[src/sv/b64d_pkg.sv]
// ----------------------------------------------------------------------------
// b64d_pkg
// Shared types and constants of the Base64 stream decoder.
// ----------------------------------------------------------------------------
package b64d_pkg;

   localparam int QUEUE_DEPTH = 4;
   localparam int QUEUE_AW    = $clog2(QUEUE_DEPTH);

   // One classified character, as it travels from the front to the back.
   typedef struct packed {
      logic [5:0] sextet;      // value in the alphabet, meaningful when in_alphabet
      logic       in_alphabet; // character maps to a sextet
      logic       skippable;   // whitespace that may be dropped at a group start
      logic       last;        // final character of the message
   } b64d_entry_type;

endpackage

[src/sv/b64d_if.sv]
// ----------------------------------------------------------------------------
// b64d channel interfaces
// Valid/ready channels for characters, decoded results and the mode register.
// ----------------------------------------------------------------------------
interface b64d_req_if;
   logic       valid;
   logic       ready;
   logic [7:0] char_code;
   logic       end_of_message;

   modport source (output valid, output char_code, output end_of_message, input ready);
   modport sink   (input valid, input char_code, input end_of_message, output ready);
endinterface

interface b64d_rsp_if;
   logic       valid;
   logic       ready;
   logic [7:0] out_byte;
   logic       byte_valid;
   logic       message_end;
   logic       stopped;

   modport source (output valid, output out_byte, output byte_valid,
                   output message_end, output stopped, input ready);
   modport sink   (input valid, input out_byte, input byte_valid,
                   input message_end, input stopped, output ready);
endinterface

interface b64d_csr_if;
   logic valid;
   logic ready;
   logic url_alphabet;

   modport source (output valid, output url_alphabet, input ready);
   modport sink   (input valid, input url_alphabet, output ready);
endinterface

[src/sv/b64d_front.sv]
// ----------------------------------------------------------------------------
// b64d_front
// Accept character beats and classify each against the selected alphabet.
// ----------------------------------------------------------------------------
module b64d_front
   import b64d_pkg::*;
(
   input  logic           reset,
   b64d_req_if.sink       req_ch,
   input  logic           url_alphabet,
   input  logic           queue_full,
   output logic           push,
   output b64d_entry_type push_entry
);

   localparam logic [7:0] CH_UPPER_A  = 8'h41;
   localparam logic [7:0] CH_UPPER_Z  = 8'h5A;
   localparam logic [7:0] CH_LOWER_A  = 8'h61;
   localparam logic [7:0] CH_LOWER_Z  = 8'h7A;
   localparam logic [7:0] CH_DIGIT_0  = 8'h30;
   localparam logic [7:0] CH_DIGIT_9  = 8'h39;
   localparam logic [7:0] CH_PLUS     = 8'h2B;
   localparam logic [7:0] CH_SLASH    = 8'h2F;
   localparam logic [7:0] CH_MINUS    = 8'h2D;
   localparam logic [7:0] CH_UNDER    = 8'h5F;
   localparam logic [7:0] CH_SPACE    = 8'h20;
   localparam logic [7:0] CH_TAB      = 8'h09;
   localparam logic [7:0] CH_CR       = 8'h0D;
   localparam logic [7:0] LOWER_BIAS  = 8'h47;  // 'a' - 26
   localparam logic [7:0] DIGIT_BIAS  = 8'h04;  // 52 - '0'
   localparam logic [5:0] SEXTET_62   = 6'd62;
   localparam logic [5:0] SEXTET_63   = 6'd63;

   logic [7:0] ch;
   logic [7:0] diff;
   logic [7:0] code_62;
   logic [7:0] code_63;

   assign ch      = req_ch.char_code;
   assign code_62 = url_alphabet ? CH_MINUS : CH_PLUS;
   assign code_63 = url_alphabet ? CH_UNDER : CH_SLASH;

   always_comb begin
      diff                   = 8'd0;
      push_entry.sextet      = 6'd0;
      push_entry.in_alphabet = 1'b1;
      if (ch inside {[CH_UPPER_A:CH_UPPER_Z]}) begin
         diff              = ch - CH_UPPER_A;
         push_entry.sextet = diff[5:0];
      end else if (ch inside {[CH_LOWER_A:CH_LOWER_Z]}) begin
         diff              = ch - LOWER_BIAS;
         push_entry.sextet = diff[5:0];
      end else if (ch inside {[CH_DIGIT_0:CH_DIGIT_9]}) begin
         diff              = ch + DIGIT_BIAS;
         push_entry.sextet = diff[5:0];
      end else if (ch == code_62) begin
         push_entry.sextet = SEXTET_62;
      end else if (ch == code_63) begin
         push_entry.sextet = SEXTET_63;
      end else begin
         push_entry.in_alphabet = 1'b0;
      end
      // whitespace skip exists in standard mode only
      push_entry.skippable = !url_alphabet &&
                             ((ch == CH_SPACE) || (ch inside {[CH_TAB:CH_CR]}));
      push_entry.last      = req_ch.end_of_message;
   end

   // Hold the channel while the queue has no room or reset is asserted.
   assign req_ch.ready = !queue_full && !reset;
   assign push         = req_ch.valid && req_ch.ready;

endmodule

[src/sv/b64d_queue.sv]
// ----------------------------------------------------------------------------
// b64d_queue
// Short FIFO of classified characters between the front and the back.
// ----------------------------------------------------------------------------
module b64d_queue
   import b64d_pkg::*;
(
   input  logic           clock,
   input  logic           reset,
   input  logic           push,
   input  b64d_entry_type push_entry,
   output logic           full,
   input  logic           pop,
   output logic           head_valid,
   output b64d_entry_type head_entry
);

   b64d_entry_type          entries_ff [QUEUE_DEPTH];
   logic [QUEUE_AW-1:0]     wr_ptr_ff;
   logic [QUEUE_AW-1:0]     wr_ptr_in;
   logic [QUEUE_AW-1:0]     rd_ptr_ff;
   logic [QUEUE_AW-1:0]     rd_ptr_in;
   logic [QUEUE_AW:0]       count_ff;
   logic [QUEUE_AW:0]       count_in;
   logic                    do_pop;

   assign full       = (count_ff == (QUEUE_AW+1)'(QUEUE_DEPTH));
   assign head_valid = (count_ff != '0);
   assign head_entry = entries_ff[rd_ptr_ff];
   assign do_pop     = pop && head_valid;

   always_comb begin
      wr_ptr_in = push   ? wr_ptr_ff + 1'b1 : wr_ptr_ff;
      rd_ptr_in = do_pop ? rd_ptr_ff + 1'b1 : rd_ptr_ff;
      count_in  = count_ff;
      if (push && !do_pop) begin
         count_in = count_ff + 1'b1;
      end else if (!push && do_pop) begin
         count_in = count_ff - 1'b1;
      end
   end

   always_ff @(posedge clock) begin
      if (reset) begin
         wr_ptr_ff <= '0;
         rd_ptr_ff <= '0;
         count_ff  <= '0;
      end else begin
         wr_ptr_ff <= wr_ptr_in;
         rd_ptr_ff <= rd_ptr_in;
         count_ff  <= count_in;
      end
   end

   always_ff @(posedge clock) begin
      if (push) begin
         entries_ff[wr_ptr_ff] <= push_entry;
      end
   end

endmodule

[src/sv/b64d_back.sv]
// ----------------------------------------------------------------------------
// b64d_back
// Advance the group state per character and register the decoded result.
// ----------------------------------------------------------------------------
module b64d_back
   import b64d_pkg::*;
(
   input  logic           clock,
   input  logic           reset,
   input  logic           head_valid,
   input  b64d_entry_type head_entry,
   output logic           pop,
   b64d_rsp_if.source     rsp_ch
);

   logic [1:0] position_ff;
   logic [1:0] position_in;
   logic [5:0] prev_ff;
   logic [5:0] prev_in;
   logic       halted_ff;
   logic       halted_in;
   logic       rsp_valid_ff;
   logic       rsp_valid_in;
   logic [7:0] byte_ff;
   logic [7:0] byte_in;
   logic       byte_valid_ff;
   logic       last_ff;
   logic       stopped_ff;

   logic       have_byte;
   logic       newly_halted;
   logic       emit;
   logic       out_free;

   always_comb begin
      have_byte    = 1'b0;
      newly_halted = 1'b0;
      byte_in      = 8'd0;
      position_in  = position_ff;
      prev_in      = prev_ff;
      halted_in    = halted_ff;
      if (!halted_ff) begin
         if (head_entry.skippable && (position_ff == 2'd0)) begin
            // drop the whitespace, stay at group start
         end else if (!head_entry.in_alphabet) begin
            halted_in    = 1'b1;
            newly_halted = 1'b1;
         end else begin
            case (position_ff)
               2'd1: begin
                  byte_in   = {prev_ff, head_entry.sextet[5:4]};
                  have_byte = 1'b1;
               end
               2'd2: begin
                  byte_in   = {prev_ff[3:0], head_entry.sextet[5:2]};
                  have_byte = 1'b1;
               end
               2'd3: begin
                  byte_in   = {prev_ff[1:0], head_entry.sextet};
                  have_byte = 1'b1;
               end
               default: begin
                  byte_in = 8'd0;
               end
            endcase
            prev_in     = head_entry.sextet;
            position_in = position_ff + 1'b1;
         end
      end
      emit = have_byte || head_entry.last || newly_halted;
   end

   // Output register is free when empty or being drained this cycle.
   assign out_free = !rsp_valid_ff || rsp_ch.ready;
   assign pop      = head_valid && (!emit || out_free);

   always_comb begin
      rsp_valid_in = rsp_valid_ff;
      if (pop && emit) begin
         rsp_valid_in = 1'b1;
      end else if (rsp_ch.ready) begin
         rsp_valid_in = 1'b0;
      end
   end

   always_ff @(posedge clock) begin
      if (reset) begin
         position_ff  <= 2'd0;
         prev_ff      <= 6'd0;
         halted_ff    <= 1'b0;
         rsp_valid_ff <= 1'b0;
      end else begin
         rsp_valid_ff <= rsp_valid_in;
         if (pop) begin
            if (head_entry.last) begin
               position_ff <= 2'd0;
               prev_ff     <= 6'd0;
               halted_ff   <= 1'b0;
            end else begin
               position_ff <= position_in;
               prev_ff     <= prev_in;
               halted_ff   <= halted_in;
            end
         end
      end
   end

   always_ff @(posedge clock) begin
      if (pop && emit) begin
         byte_ff       <= byte_in;
         byte_valid_ff <= have_byte;
         last_ff       <= head_entry.last;
         stopped_ff    <= halted_in;
      end
   end

   assign rsp_ch.valid       = rsp_valid_ff;
   assign rsp_ch.out_byte    = byte_ff;
   assign rsp_ch.byte_valid  = byte_valid_ff;
   assign rsp_ch.message_end = last_ff;
   assign rsp_ch.stopped     = stopped_ff;

endmodule

[src/sv/base64_stream_decoder_top.sv]
// ----------------------------------------------------------------------------
// base64_stream_decoder_top
// Base64 decoder, one character beat in, zero or one byte beat out.
// ----------------------------------------------------------------------------
// Usage:
//   req_ch carries one character per beat (char_code, end_of_message).
//   rsp_ch carries a result beat when a byte is decoded, when a character
//   newly stops decoding, or for the last character of a message.
//   csr_ch sets url_alphabet (0 standard, group-start whitespace skip, 1
//   URL-safe), always ready; the user writes it only while idle, unenforced.
// Timing:
//   One character per cycle while the queue has room. A result beat passes
//   through the classifier queue and then the back end's output register
//   before it is valid on rsp_ch.
// Reset (synchronous): group state cleared, queue emptied, url_alphabet 0.
// Stall: when rsp_ch is held, the back end pops only beat-free characters;
//   the four-entry queue absorbs the rest until full, then req_ch.ready drops.
// ----------------------------------------------------------------------------
module base64_stream_decoder_top
   import b64d_pkg::*;
(
   input  logic       clock,
   input  logic       reset,
   b64d_req_if.sink   req_ch,
   b64d_rsp_if.source rsp_ch,
   b64d_csr_if.sink   csr_ch
);

   logic           url_alphabet_ff;
   logic           url_alphabet_in;
   logic           queue_full;
   logic           push;
   b64d_entry_type push_entry;
   logic           pop;
   logic           head_valid;
   b64d_entry_type head_entry;

   // Mode register: take every write beat.
   assign csr_ch.ready    = 1'b1;
   assign url_alphabet_in = (csr_ch.valid && csr_ch.ready) ? csr_ch.url_alphabet
                                                           : url_alphabet_ff;

   always_ff @(posedge clock) begin
      if (reset) begin
         url_alphabet_ff <= 1'b0;
      end else begin
         url_alphabet_ff <= url_alphabet_in;
      end
   end

   // Front: classify each character beat and push it.
   b64d_front u_front (
      .reset        (reset),
      .req_ch       (req_ch),
      .url_alphabet (url_alphabet_ff),
      .queue_full   (queue_full),
      .push         (push),
      .push_entry   (push_entry)
   );

   // Queue: decouple classification from the stateful back end.
   b64d_queue u_queue (
      .clock      (clock),
      .reset      (reset),
      .push       (push),
      .push_entry (push_entry),
      .full       (queue_full),
      .pop        (pop),
      .head_valid (head_valid),
      .head_entry (head_entry)
   );

   // Back: advance group state, drive the result beat.
   b64d_back u_back (
      .clock      (clock),
      .reset      (reset),
      .head_valid (head_valid),
      .head_entry (head_entry),
      .pop        (pop),
      .rsp_ch     (rsp_ch)
   );

endmodule

[src/flat_wrapper.sv]
// flat-port wrapper written by rule: the top's interface ports become plain ports
module base64_stream_decoder_top_flat import b64d_pkg::*;
  (clock, reset, req_ch_valid, req_ch_char_code, req_ch_end_of_message, req_ch_ready, rsp_ch_valid, rsp_ch_out_byte, rsp_ch_byte_valid, rsp_ch_message_end, rsp_ch_stopped, rsp_ch_ready, csr_ch_valid, csr_ch_url_alphabet, csr_ch_ready);
  b64d_req_if req_ch_i ();
  b64d_rsp_if rsp_ch_i ();
  b64d_csr_if csr_ch_i ();
  input  logic clock;
  input  logic reset;
  input wire logic [$bits(req_ch_i.valid)-1:0] req_ch_valid;
  input wire logic [$bits(req_ch_i.char_code)-1:0] req_ch_char_code;
  input wire logic [$bits(req_ch_i.end_of_message)-1:0] req_ch_end_of_message;
  output wire logic [$bits(req_ch_i.ready)-1:0] req_ch_ready;
  output wire logic [$bits(rsp_ch_i.valid)-1:0] rsp_ch_valid;
  output wire logic [$bits(rsp_ch_i.out_byte)-1:0] rsp_ch_out_byte;
  output wire logic [$bits(rsp_ch_i.byte_valid)-1:0] rsp_ch_byte_valid;
  output wire logic [$bits(rsp_ch_i.message_end)-1:0] rsp_ch_message_end;
  output wire logic [$bits(rsp_ch_i.stopped)-1:0] rsp_ch_stopped;
  input wire logic [$bits(rsp_ch_i.ready)-1:0] rsp_ch_ready;
  input wire logic [$bits(csr_ch_i.valid)-1:0] csr_ch_valid;
  input wire logic [$bits(csr_ch_i.url_alphabet)-1:0] csr_ch_url_alphabet;
  output wire logic [$bits(csr_ch_i.ready)-1:0] csr_ch_ready;
  assign req_ch_i.valid = req_ch_valid;
  assign req_ch_i.char_code = req_ch_char_code;
  assign req_ch_i.end_of_message = req_ch_end_of_message;
  assign req_ch_ready = req_ch_i.ready;
  assign rsp_ch_valid = rsp_ch_i.valid;
  assign rsp_ch_out_byte = rsp_ch_i.out_byte;
  assign rsp_ch_byte_valid = rsp_ch_i.byte_valid;
  assign rsp_ch_message_end = rsp_ch_i.message_end;
  assign rsp_ch_stopped = rsp_ch_i.stopped;
  assign rsp_ch_i.ready = rsp_ch_ready;
  assign csr_ch_i.valid = csr_ch_valid;
  assign csr_ch_i.url_alphabet = csr_ch_url_alphabet;
  assign csr_ch_ready = csr_ch_i.ready;
  base64_stream_decoder_top u_core (.clock(clock), .reset(reset), .req_ch(req_ch_i), .rsp_ch(rsp_ch_i), .csr_ch(csr_ch_i));
endmodule
[config.mk]
export PLATFORM = sky130hd
export DESIGN_NAME = base64_stream_decoder_top_flat
export DESIGN_NICKNAME = d
export VERILOG_FILES = /design/src/sv/b64d_pkg.sv /design/src/sv/b64d_if.sv /design/src/sv/b64d_front.sv /design/src/sv/b64d_queue.sv /design/src/sv/b64d_back.sv /design/src/sv/base64_stream_decoder_top.sv /design/src/flat_wrapper.sv
export SDC_FILE = /design/constraint.sdc
export NUM_CORES = 1
export LEC_CHECK = 0
export ABC_AREA = 1
export BUFFER_PORTS_ARGS = -buffer_cell sky130_fd_sc_hd__buf_2
export CAP_MARGIN = 20
export CORE_UTILIZATION = 54
export CTS_CLUSTER_DIAMETER = 50
export DETAILED_ROUTE_END_ITERATION = 6
export PLACE_DENSITY = 0.77
export SETUP_SLACK_MARGIN = 0.05
export SLEW_MARGIN = 20
export SYNTH_ARGS = -nofsm -noshare
export SYNTH_HDL_FRONTEND = slang
export SYNTH_SLANG_ARGS = --single-unit
export TNS_END_PERCENT = 30
[constraint.sdc]
create_clock -name clock -period 2.15 [get_ports clock]
set_clock_uncertainty 0.05 [all_clocks]
set_input_delay 0.1075 -clock clock [delete_from_list [all_inputs] [get_ports clock]]
set_output_delay 0.1075 -clock clock [all_outputs]
set_load 0.01 [all_outputs]
==> impl_summary.txt <==
----------------------------------------------------
[Layout]
  Post-route standard cell area excluding fillers ... approximately 0.0045 mm²
  Nets ... approximately 530
  Growth of design area from synthesis to finish ... 21.7%
  Final non-filler cell total ... between 500 and 600
  Diode count ... 0
  Post-layout utilization of the core ... between 60% and 70%
  Commonest non-fill, non-tap cell in the layout ... sky130_fd_sc_hd__nand2_1
  Filler cell count in the final layout ... 500
  Fraction of final layout cells sized beyond drive strength 1 ... 26.2%
  Area used by multi-input combinational logic ... 0.00163 mm²
  Area taken by flip-flops and latches ... 0.00182 mm²
  Leading cell types in the layout, fill and taps excluded ... sky130_fd_sc_hd__nand2_1 (80), sky130_fd_sc_hd__edfxtp_1 (47), sky130_fd_sc_hd__nor2_1 (42), sky130_fd_sc_hd__inv_1 (40), sky130_fd_sc_hd__buf_4 (37)

[Floorplanning]
  Die Footprint ... 0.00717 mm²
  Core Box Area ... around 0.0065 mm²
  Core Rows ... 29
  Die extent in x ... between 80 and 90 µm
  Starting density of the core ... between 50% and 60%
  Overall die height ... 84.7 µm
  Number of ports placed on the die boundary ... 29

[Routing]
  Uppermost layer routed ... met4
  Routed vias ... approximately 3100
  Met1 Wirelength ... around 3.6 mm
  DRT Pass-1 Iters ... 7
  Met2 wire length ... 3.58 mm
  Final routed wirelength across all metal layers ... roughly 8 mm
  Final antenna-violating net count ... 0
  Routed length per instance ... between 10 and 15 µm
  Met3 Routed Length ... ~500 µm
  Final routed DRC violation total ... 1
  Iteration-0 DRC count of the detailed router ... between 150 and 200
  Via count normalized by instance count ... roughly 5.4

[Clock tree]
  Clock Tree Buf Depth ... 2
  Clk sink count ... 67
  TritonCTS clock tree ... yes
  H-tree lvl count ... 3
  Clock insertion delay at the later pin of the skew report ... roughly 340 ps
  Clock root buffer ... sky130_fd_sc_hd__clkbuf_8
  Num CTS Buffers ... 9
  Clock transition at path regs ... ~70 ps

[Setup path]
  Register-to-register setup slack ... between 30 and 40 ps
  Max Fanout on Critical Path ... 8
  Worst setup path class ... flip-flop to flip-flop
  WP data arrival ... 2290 ps
  Kind of launch point of the worst setup path ... flip-flop
  Crit path capture type ... flip-flop
  Required @ worst endpoint ... between 2000 and 2500 ps

[Synth]
  Cell type contributing the most total cell area after synthesis ... sky130_fd_sc_hd__edfxtp_1
  Post-Synthesis Cells ... about 430
  Share of flip-flops with an asynchronous set or reset ... 0%
  Distinct cell type count of the synthesized netlist ... 36
  Flops & latches, synth ... 67
  Net count after synthesis ... approximately 460
  Number of warnings reported in the yosys synthesis log ... 0
  Area share of the leading cell type in the synthesized netlist ... 38.2%
  Cell area after synthesis ... ~0.0037 mm²
  Top cells by area in the synthesized netlist ... sky130_fd_sc_hd__edfxtp_1 (38%), sky130_fd_sc_hd__dfxtp_1 (11%), sky130_fd_sc_hd__nand2_1 (8.7%)
  Predominant post-synthesis flop cell ... sky130_fd_sc_hd__edfxtp_1
  Register area share after synthesis ... around half
  Count of flip-flops with a built-in enable after synthesis ... 47
  Avg Inst Size Synth ... between 8 and 9 µm²

[Placement]
  Post-Place Cells ... ~550
  Final HPWL DP ... 5.67 mm
  Standard cell area after detailed placement ... 0.00411 mm²
  Weighted congestion reported at the end of routability-driven placement ... 0.932
  DP Worst Slack ... -192 ps
  IO Port Bufs ... 27

[Timing]
  Pin slew with the least headroom to its limit ... just under 500 ps
  Worst rel slew slack ... ~67%
  Final setup violating endpoints ... 0
  Count of endpoints failing hold in the final timing report ... 0
  Final Cycle Share ... a little over nine tenths
  RSZ-0062 raised after global routing ... yes
  Count of pins over their slew limit ... 0
  Setup slack of the critical path after layout ... between 30 and 40 ps
  Post-route minimum period ... approximately 2100 ps
  Fin Hold WS ... between 60 and 70 ps
  Highest achievable clock rate ... between 0.4 and 0.5 GHz

[Power]
  Power density normalized to cell area ... about 1300 mW/mm²
  Static Leakage ... approximately 2 nW
  VDD IR-drop max ... 882 µV

[GRT]
  Number of global-route vias before repair ... 2857
  Global-route wire length before repair ... approximately 13 mm
  Largest net degree at the start of global routing ... 16
  Initial antenna violation count ... 0
  Total gr overflow ... 0
  Global router's overall resource usage ... a little under a quarter

[Flow run]
  Count of max-cap constraint violations ... 0

[Outcome]
  Violations in the final reports ... DRC
  Result of the run ... finished, violations left

[Min path]
  Hold WC Path Type ... input port to flip-flop

----------------------------------------------------
[layout make-up]
type / count / area share [%]
repair inverters: 1 / 0.139
inverters: 62 / 5.40
multi-input cells: 284 / 36.2
well taps: 77 / 2.14
clock buffers: 11 / 3.15
repair buffers: 70 / 10.7
flip-flops and latches: 67 / 40.5
clock inverters: 5 / 1.70
[sequential cells by signal, indices dropped and copies added, names as in the netlist, named ones only]
| signal | count |
|---|---|
| u_core.u_back.halted_ff | 1 |
| u_core.u_back.position_ff | 2 |
| u_core.u_back.prev_ff | 6 |
| u_core.u_back.rsp_ch.byte_valid | 1 |
| u_core.u_back.rsp_ch.message_end | 1 |
| u_core.u_back.rsp_ch.out_byte | 8 |
| u_core.u_back.rsp_ch.stopped | 1 |
| u_core.u_back.rsp_ch.valid | 1 |
| u_core.u_queue.count_ff | 3 |
| u_core.u_queue.entries_ff | 36 |
| u_core.u_queue.rd_ptr_ff | 2 |
| u_core.u_queue.wr_ptr_ff | 2 |
| u_core.url_alphabet_ff | 1 |
[cell usage after synthesis (2+ instances only)]
cell type	n
sky130_fd_sc_hd__buf_2	7
sky130_fd_sc_hd__buf_4	2
sky130_fd_sc_hd__o21ai_0	7
sky130_fd_sc_hd__nand2_1	86
sky130_fd_sc_hd__nand3_2	5
sky130_fd_sc_hd__edfxtp_1	47
sky130_fd_sc_hd__inv_2	16
sky130_fd_sc_hd__clkinv_1	4
sky130_fd_sc_hd__nor2_1	44
sky130_fd_sc_hd__a21oi_1	20
sky130_fd_sc_hd__or2_1	2
sky130_fd_sc_hd__inv_1	40
sky130_fd_sc_hd__nand2_2	4
sky130_fd_sc_hd__o21ai_1	15
sky130_fd_sc_hd__o22ai_1	7
sky130_fd_sc_hd__a31oi_1	6
sky130_fd_sc_hd__nor3_1	3
sky130_fd_sc_hd__buf_6	2
sky130_fd_sc_hd__nor2_2	2
sky130_fd_sc_hd__xor2_1	8
sky130_fd_sc_hd__nand4_1	12
sky130_fd_sc_hd__ha_1	20
sky130_fd_sc_hd__a21oi_2	2
sky130_fd_sc_hd__nand3_1	33
sky130_fd_sc_hd__dfxtp_1	20
[power breakdown]
part           leakage [nW]  switching (mW)  internal (mW)  total, mW
Sequential            0.609           0.168           1.74       1.91
Clock                 0.107           0.457          0.679       1.14
Combinational          1.29            1.72           1.19       2.91
[cell families after synthesis]
| family | count (synthesis) | synth area share, % |
|---|---|---|
| AOI/OAI and AO/OA | 60 | 9.05 |
| xor gates and xnor gates | 8 | 1.90 |
| adders and majority gates | 21 | 7.32 |
| buffers and inverters | 74 | 8.64 |
| DFF | 67 | 49.1 |
| other | 1 | 0.102 |
| and+or+nand+nor | 194 | 23.9 |
[worst paths after layout]
| kind | cells after the start | from | endpoint |
|---|---|---|---|
| worst max-delay path | 14 | flip-flop | u_core.u_queue.count_ff[1] |
| worst min-delay path | 4 | rsp_ch_ready | u_core.u_back.rsp_ch.valid |
| worst max register to register | 14 | flip-flop | u_core.u_queue.count_ff[1] |
| worst min register to register | 2 | u_core.u_queue.count_ff[2] | u_core.u_queue.count_ff[2] |
[metrics by stage]
step	power, mW	setup TNS [ps]
floorplan	3.67	0
global placement	4.47	-103
detailed placement	4.55	-300
CTS	5.86	0
global route	6.34	-312
finish	5.95	0
[critical path, stage by stage (launching register included)]
cell                      delay (ps)
sky130_fd_sc_hd__dfxtp_4         450
sky130_fd_sc_hd__inv_8            50
sky130_fd_sc_hd__nand2_2          60
sky130_fd_sc_hd__nand3_2         100
sky130_fd_sc_hd__nand3_2         100
sky130_fd_sc_hd__nor2_4           40
sky130_fd_sc_hd__nor2_2          140
sky130_fd_sc_hd__nand2_4          90
sky130_fd_sc_hd__nand2_4          70
sky130_fd_sc_hd__nand2_4          50
sky130_fd_sc_hd__ha_4            150
sky130_fd_sc_hd__inv_2            60
sky130_fd_sc_hd__fa_2            420
sky130_fd_sc_hd__o21ai_1         130
sky130_fd_sc_hd__a21oi_1          60
[what timing repair did]
| item | in CTS | in global routing |
|---|---|---|
| endpoints found under the setup margin | 13 | 13 |
| gates cloned | 1 | 0 |
| resized for setup | 15 | 4 |
| pin swaps | 3 | 4 |
| hold buffers | 5 | 0 |
| buffers inserted | 5 | 2 |
| endpoints found under the hold margin | 8 | 0 |
[per-layer routing]
metal  track usage (%)  vias to the layer above
li1                  -                     1550
met1              30.5                     1420
met2              37.8                      120
met3              6.10                       20
met4              11.1                        0
met5                 0                        -
Power figures use the tool's default switching activity.
